==> src/design/gffa_pkg.sv <==
// ----------------------------------------------------------------------------
// gffa_pkg: shared types and helpers for the grid rectangle allocator
// Request codes, the occupancy update command and the column check result.
// ----------------------------------------------------------------------------
package gffa_pkg;

  localparam int unsigned COORD_W          = 5;
  localparam int unsigned DEF_GRID_WIDTH   = 14;
  localparam int unsigned DEF_GRID_HEIGHT  = 9;

  localparam logic FUNC_ALLOC   = 1'b0;
  localparam logic FUNC_RELEASE = 1'b1;

  // update command for the occupancy bitmap
  typedef struct packed {
    logic               set;
    logic               clr;
    logic [COORD_W-1:0] x;
    logic [COORD_W-1:0] y;
    logic [COORD_W-1:0] w;
    logic [COORD_W-1:0] h;
  } rect_op_t;

  // outcome of checking one candidate column
  typedef struct packed {
    logic               found;
    logic [COORD_W-1:0] y;
  } col_res_t;

  // true when idx lies in [base, base + len)
  function automatic logic span_hit(logic [COORD_W:0]   idx,
                                    logic [COORD_W-1:0] base,
                                    logic [COORD_W-1:0] len);
    logic [COORD_W:0] lo;
    logic [COORD_W:0] hi;
    lo = {1'b0, base};
    hi = {1'b0, base} + {1'b0, len};
    return (idx >= lo) && (idx < hi);
  endfunction

endpackage

==> src/design/gffa_occ.sv <==
// ----------------------------------------------------------------------------
// gffa_occ: occupancy bitmap
// One flop per cell, cleared at reset; sets or clears a rectangle per command.
// ----------------------------------------------------------------------------
module gffa_occ #(
  parameter int unsigned GRID_WIDTH  = gffa_pkg::DEF_GRID_WIDTH,
  parameter int unsigned GRID_HEIGHT = gffa_pkg::DEF_GRID_HEIGHT
) (
  input  logic                                    clk_i,
  input  logic                                    rst_ni,
  input  gffa_pkg::rect_op_t                      op_i,
  output logic [GRID_HEIGHT-1:0][GRID_WIDTH-1:0]  rows_o
);
  import gffa_pkg::*;

  logic [GRID_HEIGHT-1:0][GRID_WIDTH-1:0] rows_d, rows_q;

  always_comb begin
    rows_d = rows_q;
    for (int r = 0; r < int'(GRID_HEIGHT); r++) begin
      for (int c = 0; c < int'(GRID_WIDTH); c++) begin
        if (span_hit((COORD_W+1)'(r), op_i.y, op_i.h) &&
            span_hit((COORD_W+1)'(c), op_i.x, op_i.w)) begin
          if (op_i.set) begin
            rows_d[r][c] = 1'b1;
          end else if (op_i.clr) begin
            rows_d[r][c] = 1'b0;
          end
        end
      end
    end
  end

  always_ff @(posedge clk_i or negedge rst_ni) begin
    if (!rst_ni) begin
      rows_q <= '0;
    end else begin
      rows_q <= rows_d;
    end
  end

  assign rows_o = rows_q;

endmodule

==> src/design/gffa_col_check.sv <==
// ----------------------------------------------------------------------------
// gffa_col_check: candidate column checker
// Tests every row of one column at once and returns the lowest free corner.
// ----------------------------------------------------------------------------
module gffa_col_check #(
  parameter int unsigned GRID_WIDTH  = gffa_pkg::DEF_GRID_WIDTH,
  parameter int unsigned GRID_HEIGHT = gffa_pkg::DEF_GRID_HEIGHT
) (
  input  logic [GRID_HEIGHT-1:0][GRID_WIDTH-1:0] rows_i,
  input  logic [gffa_pkg::COORD_W-1:0]           x_i,
  input  logic [gffa_pkg::COORD_W-1:0]           w_i,
  input  logic [gffa_pkg::COORD_W-1:0]           h_i,
  output gffa_pkg::col_res_t                     res_o
);
  import gffa_pkg::*;

  logic [GRID_WIDTH-1:0]  col_mask;
  logic [GRID_HEIGHT-1:0] busy;
  logic [GRID_HEIGHT-1:0] fits;

  always_comb begin
    for (int c = 0; c < int'(GRID_WIDTH); c++) begin
      col_mask[c] = span_hit((COORD_W+1)'(c), x_i, w_i);
    end
    for (int r = 0; r < int'(GRID_HEIGHT); r++) begin
      busy[r] = |(rows_i[r] & col_mask);
    end
  end

  // a corner fits when its window stays on the grid and no row in it is busy
  always_comb begin
    logic [GRID_HEIGHT-1:0] win;
    for (int y = 0; y < int'(GRID_HEIGHT); y++) begin
      for (int r = 0; r < int'(GRID_HEIGHT); r++) begin
        win[r] = span_hit((COORD_W+1)'(r), COORD_W'(y), h_i);
      end
      fits[y] = ((COORD_W+1)'(y) + {1'b0, h_i} <= (COORD_W+1)'(GRID_HEIGHT)) &&
                !(|(busy & win));
    end
  end

  // lowest fitting row wins
  always_comb begin
    res_o = '0;
    for (int y = int'(GRID_HEIGHT) - 1; y >= 0; y--) begin
      if (fits[y]) begin
        res_o.found = 1'b1;
        res_o.y     = COORD_W'(y);
      end
    end
  end

endmodule

==> src/design/grid_first_fit_rect_allocator.sv <==
// ----------------------------------------------------------------------------
// grid_first_fit_rect_allocator: first-fit rectangle allocator on a cell grid
// Keeps an occupancy bitmap, places rectangles column by column, releases them.
// ----------------------------------------------------------------------------
// A request is taken only while the block is idle. A release finishes as soon
// as the output register is free. An allocation checks one candidate column per
// cycle (all rows of that column in parallel, in the shared column checker),
// stopping at the first fit or at the last column; an oversized rectangle fails
// without a search. The result then sits in the output register until taken; a
// finishing request waits while that register is full.
// The bitmap is cleared by reset and needs no clearing pass.
module grid_first_fit_rect_allocator #(
  parameter int unsigned GRID_WIDTH  = gffa_pkg::DEF_GRID_WIDTH,
  parameter int unsigned GRID_HEIGHT = gffa_pkg::DEF_GRID_HEIGHT
) (
  input  logic        clk_i,
  input  logic        rst_ni,
  input  logic        s_axis_tvalid,
  output logic        s_axis_tready,
  // [4:0] item_width, [9:5] item_height, [14:10] release_x, [19:15] release_y
  input  logic [23:0] s_axis_tdata,
  // [0] func
  input  logic        s_axis_tuser,
  output logic        m_axis_tvalid,
  input  logic        m_axis_tready,
  // [4:0] place_x, [9:5] place_y
  output logic [15:0] m_axis_tdata,
  // [0] granted
  output logic        m_axis_tuser
);
  import gffa_pkg::*;

  localparam logic ST_IDLE = 1'b0;
  localparam logic ST_RUN  = 1'b1;

  logic               state_d, state_q;
  logic               func_q;
  logic [COORD_W-1:0] w_q, h_q, rx_q, ry_q;
  logic [COORD_W-1:0] x_d, x_q;
  logic               out_valid_d, out_valid_q;
  logic               out_granted_q;
  logic [COORD_W-1:0] out_x_q, out_y_q;

  logic [GRID_HEIGHT-1:0][GRID_WIDTH-1:0] rows;
  col_res_t           col;
  rect_op_t           op;

  logic               accept;
  logic               out_free;
  logic               too_big;
  logic [COORD_W:0]   x_last;
  logic               at_last;
  logic               is_rel;
  logic               finish;
  logic               granted;
  logic [COORD_W-1:0] in_w, in_h;

  assign in_w = (s_axis_tdata[4:0] == '0) ? COORD_W'(1) : s_axis_tdata[4:0];
  assign in_h = (s_axis_tdata[9:5] == '0) ? COORD_W'(1) : s_axis_tdata[9:5];

  assign s_axis_tready = (state_q == ST_IDLE);
  assign accept        = s_axis_tvalid && s_axis_tready;
  assign out_free      = !out_valid_q || m_axis_tready;

  assign is_rel  = (func_q == FUNC_RELEASE);
  assign too_big = ({1'b0, w_q} > (COORD_W+1)'(GRID_WIDTH)) ||
                   ({1'b0, h_q} > (COORD_W+1)'(GRID_HEIGHT));
  assign x_last  = (COORD_W+1)'(GRID_WIDTH) - {1'b0, w_q};
  assign at_last = ({1'b0, x_q} == x_last);

  gffa_col_check #(
    .GRID_WIDTH  (GRID_WIDTH),
    .GRID_HEIGHT (GRID_HEIGHT)
  ) u_col_check (
    .rows_i (rows),
    .x_i    (x_q),
    .w_i    (w_q),
    .h_i    (h_q),
    .res_o  (col)
  );

  assign finish  = (state_q == ST_RUN) && out_free &&
                   (is_rel || too_big || col.found || at_last);
  assign granted = is_rel || (!too_big && col.found);

  always_comb begin
    op     = '0;
    op.set = finish && !is_rel && !too_big && col.found;
    op.clr = finish && is_rel;
    op.x   = is_rel ? rx_q : x_q;
    op.y   = is_rel ? ry_q : col.y;
    op.w   = w_q;
    op.h   = h_q;
  end

  gffa_occ #(
    .GRID_WIDTH  (GRID_WIDTH),
    .GRID_HEIGHT (GRID_HEIGHT)
  ) u_occ (
    .clk_i  (clk_i),
    .rst_ni (rst_ni),
    .op_i   (op),
    .rows_o (rows)
  );

  // sequencer: idle until a word arrives, then finish a release or step through columns
  always_comb begin
    state_d     = state_q;
    x_d         = x_q;
    out_valid_d = out_valid_q && !m_axis_tready;
    unique case (state_q)
      ST_IDLE: begin
        if (accept) begin
          state_d = ST_RUN;
          x_d     = '0;
        end
      end
      ST_RUN: begin
        if (finish) begin
          state_d     = ST_IDLE;
          out_valid_d = 1'b1;
        end else if (!is_rel && !too_big && !col.found && !at_last) begin
          x_d = x_q + COORD_W'(1);
        end
      end
      default: state_d = ST_IDLE;
    endcase
  end

  always_ff @(posedge clk_i or negedge rst_ni) begin
    if (!rst_ni) begin
      state_q     <= ST_IDLE;
      out_valid_q <= 1'b0;
    end else begin
      state_q     <= state_d;
      out_valid_q <= out_valid_d;
    end
  end

  always_ff @(posedge clk_i) begin
    x_q <= x_d;
    if (accept) begin
      func_q <= s_axis_tuser;
      w_q    <= in_w;
      h_q    <= in_h;
      rx_q   <= s_axis_tdata[14:10];
      ry_q   <= s_axis_tdata[19:15];
    end
    if (finish) begin
      out_granted_q <= granted;
      out_x_q       <= (!is_rel && granted) ? x_q : '0;
      out_y_q       <= (!is_rel && granted) ? col.y : '0;
    end
  end

  assign m_axis_tvalid = out_valid_q;
  assign m_axis_tuser  = out_granted_q;
  assign m_axis_tdata  = {6'b0, out_y_q, out_x_q};

endmodule
==> config.mk <==
export PLATFORM = sky130hd
export DESIGN_NAME = grid_first_fit_rect_allocator
export DESIGN_NICKNAME = d
export VERILOG_FILES = /design/src/design/gffa_pkg.sv /design/src/design/gffa_occ.sv /design/src/design/gffa_col_check.sv /design/src/design/grid_first_fit_rect_allocator.sv
export SDC_FILE = /design/constraint.sdc
export NUM_CORES = 1
export LEC_CHECK = 0
export BUFFER_PORTS_ARGS = -buffer_cell sky130_fd_sc_hd__buf_4
export CORE_ASPECT_RATIO = 2
export CORE_MARGIN = 2
export CORE_UTILIZATION = 40
export CTS_CLUSTER_DIAMETER = 40
export CTS_CLUSTER_SIZE = 28
export DETAILED_ROUTE_END_ITERATION = 6
export GPL_TIMING_DRIVEN = 0
export PLACE_DENSITY = 0.63
export SYNTH_ARGS = -nofsm -noshare
export SYNTH_HDL_FRONTEND = slang
export SYNTH_SLANG_ARGS = --single-unit
==> constraint.sdc <==
create_clock -name clk_i -period 7.2 [get_ports clk_i]
set_input_delay 0.36 -clock clk_i [delete_from_list [all_inputs] [get_ports clk_i]]
set_output_delay 0.36 -clock clk_i [all_outputs]
set_load 0.05 [all_outputs]
---- Word-level counts from Yosys, hierarchy flattened ----
Cells that the tools add are included.
storage, ports and cells
  register bits after elaboration ......... 165
  word-level logic and storage cells ...... 679
operators by class
  bitwise logic cells ..................... 19
  order comparisons ....................... 130
  reductions and logical operators ........ 354
  add/sub/neg operators ................... 13
  equality and inequality tests ........... 4
  muxes and demuxes ....................... 22
operators by type and width
  cell                                                                              number
  2-bit AND reduction                                                               126
  3-bit by 6-bit < comparator with 1-bit output (first input constant)              34
  1-bit logical AND                                                                 185
  14-bit AND                                                                        9
  4-bit by 6-bit < comparator with 1-bit output (first input constant)              21
  14-bit OR reduction                                                               9
  9-bit AND                                                                         9
  9-bit OR reduction                                                                9
  2-bit by 6-bit < comparator with 1-bit output (first input constant)              11
  4-bit by 5-bit >= comparator with 1-bit output (first input constant)             13
  3-bit by 5-bit >= comparator with 1-bit output (first input constant)             12
  6-bit 2-to-1 mux                                                                  9
  6-bit by 4-bit <= comparator with 1-bit output (second input constant)            8
  1-bit by 6-bit < comparator with 1-bit output (first input constant)              7
  1-bit by 5-bit >= comparator with 1-bit output (first input constant)             6
  2-bit by 5-bit >= comparator with 1-bit output (first input constant)             6
  5-bit 2-to-1 mux                                                                  5
  3-bit by 5-bit adder with 6-bit output (first input constant)                     4
  3-bit by 5-bit < comparator with 1-bit output (first input constant)              4
  5-bit by 5-bit adder with 6-bit output                                            3
  1-bit logical NOT                                                                 15
  2-bit by 5-bit adder with 6-bit output (first input constant)                     2
  5-bit by 4-bit greater-than comparator with 1-bit output (second input constant)  2
  5-bit logical NOT                                                                 2
  other kinds (18)                                                                  31

---- Logic depth before layout (Yosys ltp) ----
  depth in word-level cells ............... 26
  depth in mapped cells ................... 29

---- By module ----
Synthesis repeated with hierarchy kept, for this count alone.
second synthesis, totals
  cell total of the unflattened synthesis .. 1,176
  area total of the unflattened synthesis .. 11,437.2 um^2
by module, submodules not included
  module                         area each (um^2)  instances  sequential area each (um^2)  cells an instance
  gffa_occ                       6,386.1           1          3,153.0                      550
  gffa_col_check                 3,284.4           1          0.0                          493
  grid_first_fit_rect_allocator  1,766.7           1          1,161.1                      133

---- Worst setup path before layout ----
No wires, ideal clock.
  path type ............................... register -> register
  start ................................... register x_q[1]
  end ..................................... register u_occ.rows_q, in the netlist u_occ.rows_o[41]
  library setup time ...................... 125 ps
  slack ................................... 274 ps
  arrival ................................. 6,801 ps
  buffers on the path ..................... 2
  stages on the path, launching flop included .. 28
  period minus slack after synthesis ...... 6,926 ps
  cells stage by stage .................... edfxtp_1 clkbuf_1 inv_1 fa_1 or3b_1 or2_2 a21oi_2 a21oi_1 a221o_1 or4_4 a2111oi_4 a31o_2 a2bb2oi_1 a211o_1 nand2_1 inv_1 fa_1 nor2b_1 o21a_1 nor2_1 a41oi_1 nor4_1 and2_1 o21a_1 a2111oi_4 buf_6 nand2_1 mux2_4
on the way
  cells in the longest elaborated chain, start to end .. 26
ends and longest elaborated chain
  item                                                                             line                                  RTL
  start: declaration                                                               grid_first_fit_rect_allocator.sv:39   logic [COORD_W-1:0] x_d, x_q;
  start signal: assignment                                                         grid_first_fit_rect_allocator.sv:141  x_q <= x_d;
  branches (longest 26 deep; another with 5-bit by 5-bit adder with 6-bit output)  -
  end signal: assignment                                                           gffa_occ.sv:38                        rows_q <= rows_d;
  end: declaration                                                                 gffa_occ.sv:16                        logic [GRID_HEIGHT-1:0][GRID_WIDTH-1:0] rows_d, rows_q;
Several ways; the timed one is not identified.
A chain may end at the register's enable or synchronous reset.

---- Worst setup path after layout ----
  start ................................... register x_q[0]
  end ..................................... register u_occ.rows_q, in the netlist u_occ.rows_o[11]
Same word-level chain as after synthesis.

==> impl_metrics.json <==
{
  "netlist_instances": 1082,
  "antenna_found_initial": 0,
  "synth-edff-count": 36,
  "dpl.hpwl_um": 29790,
  "synth_fa_ha_area_frac": 0.04293,
  "ys_seq_elements": 164,
  "port_buffers": 36,
  "insertion_delay_ns": 0.46,
  "setup-tns-final_ns": 0,
  "rsz0062_at_grt": "true",
  "critPathCapture": "u_occ.rows_o[11]$_DFFE_PN0P_",
  "cts_buffers": 17,
  "relSlewSlack": 0.002566,
  "slowest_delay_ns": 0.56,
  "syn2layout_area_growth_pct": 22.20,
  "drt-initial-drc-count": 803,
  "die_area_um2": 28220,
  "arrival_ns": 7.49,
  "tightest_slew_ns": 1.496,
  "leakage_nw": 5.613,
  "slew_viol_final": 0,
  "final_cell_mix": "dfrtp_1, nand2_1, nor2_1, mux2_2, buf_4",
  "wl_per_cell_um": 25.72,
  "cts_tree": "done",
  "ys.flop_type": "dfrtp_1",
  "place.gp.congestion": 0.9519,
  "async_flop_share": 0.7805,
  "drive_above_1_share": 0.3056,
  "grt_pass1_wl_um": 59240,
  "nNetsFinal": 1265,
  "finalCritPeriodShare": 0.9930,
  "detailroute.via_count": 9629,
  "cp.depth": 27,
  "ios": 48,
  "clock_skew_ns": 0.009416,
  "core-area_um2": 26380,
  "r2r-start": "x_q[0]$_SDFFCE_PN0P_",
  "synth_top_family_by_area": "compound AO/OA/AOI/OAI gates",
  "synth_compound_area_frac": 0.2132,
  "synthMuxAreaShare": 0.1271,
  "ir_drop_v": 0.0002048,
  "max_freq_mhz": 139.9,
  "violations": "max-capacitance violations",
  "synth_simple_gate_area_share": 0.1603,
  "yosysWarnings": 0,
  "synth-xor-area-share": 0.01458,
  "worst-path-max-fanout": 8,
  "die_x_um": 119.8,
  "crit_type": "reg -> reg",
  "crit_path_top_delay_cell": "fa_2",
  "cts_root_buffer": "clkbuf_16",
  "final_common_cell": "dfrtp_1",
  "wirelength_um": 40070,
  "hold_slack_ns": 0.07941,
  "critPathCaptureType": "flip-flop",
  "ys_types": 91,
  "grt_use_total": 0.2842,
  "reg2reg_slack_ns": 0.05,
  "start_util": 0.4066,
  "hold_path_class": "in -> reg",
  "cp_top_family": "compound AO/OA/AOI/OAI gates",
  "fin_crit_ns": 7.149,
  "cp-startpoint": "x_q[0]$_SDFFCE_PN0P_",
  "p_per_area_nw_per_um2": 407.0,
  "hold_viol": 0,
  "diodes": 0,
  "fillers": 2445,
  "max-cap-violations": 1,
  "clkSlewWorstSetupHoldPaths_ns": 0.07,
  "cts_sinks": 164,
  "drt-vias-per-instance": 6.180,
  "synth_area_um2": 10730,
  "reg2reg_to": "u_occ.rows_o[11]$_DFFE_PN0P_",
  "ctsHtreeMaxLevel": 4,
  "clk_path_buf_depth": 2,
  "ys_seq_area_frac": 0.3994,
  "die_h_um": 235.6,
  "grt_max_degree": 97,
  "start_kind": "flip-flop",
  "status": "finished, violations left",
  "avgSynthCellArea_um2": 9.914,
  "crit_buf_inv": 6,
  "drc": 0,
  "setup_viol": 0,
  "critPathRequiredTime_ns": 7.54,
  "r2r_cells": 27,
  "gr-total-overflow": 0,
  "dr.pass1.iters": 5,
  "ant_nets": 0,
  "grt_pass1_vias": 9621,
  "row_count": 84
}
-- metrics by stage --
stage / util / instances / power [mW] / setup WS (ns) / instance area, µm²
finish: 0.4969 / 1558 / 5.335 / 0.05056 / 13110
global route: 0.4969 / 1558 / 5.547 / -0.1489 / 13110
CTS: 0.4819 / 1534 / 5.028 / 0.01524 / 12710
detailed placement: 0.4382 / 1473 / 3.790 / -2.190 / 11560
global placement: 0.4340 / 1468 / 3.732 / -2.292 / 11450
floorplan: - / 1088 / 2.897 / 0.2736 / 10750
-- cell type report --
class                      instances  area, µm²  share of cell area
multi-input combinational        825       6530              0.4982
sequential                       164       4284              0.3268
timing repair buffer              95      814.5             0.06214
clock buffer                      18      450.4             0.03436
tap                              344      430.4             0.03284
buffer                            60      337.8             0.02577
inverter                          38      142.6             0.01088
clock inverter                    14      117.6            0.008973
-- per-layer routing --
layer  part of all wire  vias to the layer above  GRT usage
met5                  0                        -          0
met2               0.51                      446     0.5089
met4               0.11                        0     0.2428
li1                   -                     4258          -
met1               0.33                     4712     0.2776
met3              0.053                      213    0.04675
-- state kept, by name, indices dropped and copies added, names as in the netlist --
| signal | count |
|---|---|
| w_q | 5 |
| func_q | 1 |
| h_q | 5 |
| m_axis_tvalid | 1 |
| out_y_q | 4 |
| state_q | 1 |
| x_q | 5 |
| ry_q | 5 |
| rx_q | 5 |
| out_x_q | 5 |
| u_occ.rows_o | 126 |
| m_axis_tuser | 1 |
-- cell usage after synthesis (all sizes together) (11+ instances only) --
cell type  count  area share
a22oi         15       0.010
o21ai         22       0.011
nand2        132       0.046
clkbuf        34       0.012
mux2         114        0.12
a21oi         56       0.027
and2          19       0.011
nor3          21       0.014
edfxtp        36        0.10
nor2         100       0.035
buf           27       0.017
nand3         12      0.0056
dfrtp        128        0.30
xnor2         12       0.010
ha            32       0.037
a211oi        24       0.020
o2bb2ai       12      0.0098
and3          14      0.0082
a21o          11      0.0077
or3           15      0.0087
inv           38       0.013
a32o          15       0.014
-- power breakdown --
group          total [mW]  switching, mW  internal (mW)
logic                3.25           2.09           1.15
clock network       0.888          0.419          0.469
registers            1.20         0.0910           1.11
total                5.33           2.60           2.73
-- how the worst min path moves through the flow --
stage / start / endpoint / depth (start not counted)
floorplan: rst_ni / m_axis_tvalid$_DFF_PN0_ / 0
global placement: u_occ.rows_o[124]$_DFFE_PN0P_ / u_occ.rows_o[124]$_DFFE_PN0P_ / 1
detailed placement: rst_ni / u_occ.rows_o[19]$_DFFE_PN0P_ / 1
CTS: s_axis_tdata[16] / ry_q[1]$_DFFE_PP_ / 1
global route: s_axis_tdata[12] / rx_q[2]$_DFFE_PP_ / 1
finish: s_axis_tdata[10] / rx_q[0]$_DFFE_PP_ / 1
-- logic make-up after synthesis --
kind of cell | after synthesis
flops | 164
simple gates | 360
fa+ha+maj | 35
other cells | 1
mux | 119
xor+xnor | 17
compound gates | 287
buf+inv | 99
-- timing repair --
action,CTS,global route
setup endpoints to repair,137,126
hold buffers,1,0
setup buffers,30,23
pin swaps,22,19
gates cloned,0,1
hold endpoints to repair,32,0
gates resized for setup,62,57
No activity file was read; power rests on OpenSTA's default activity.
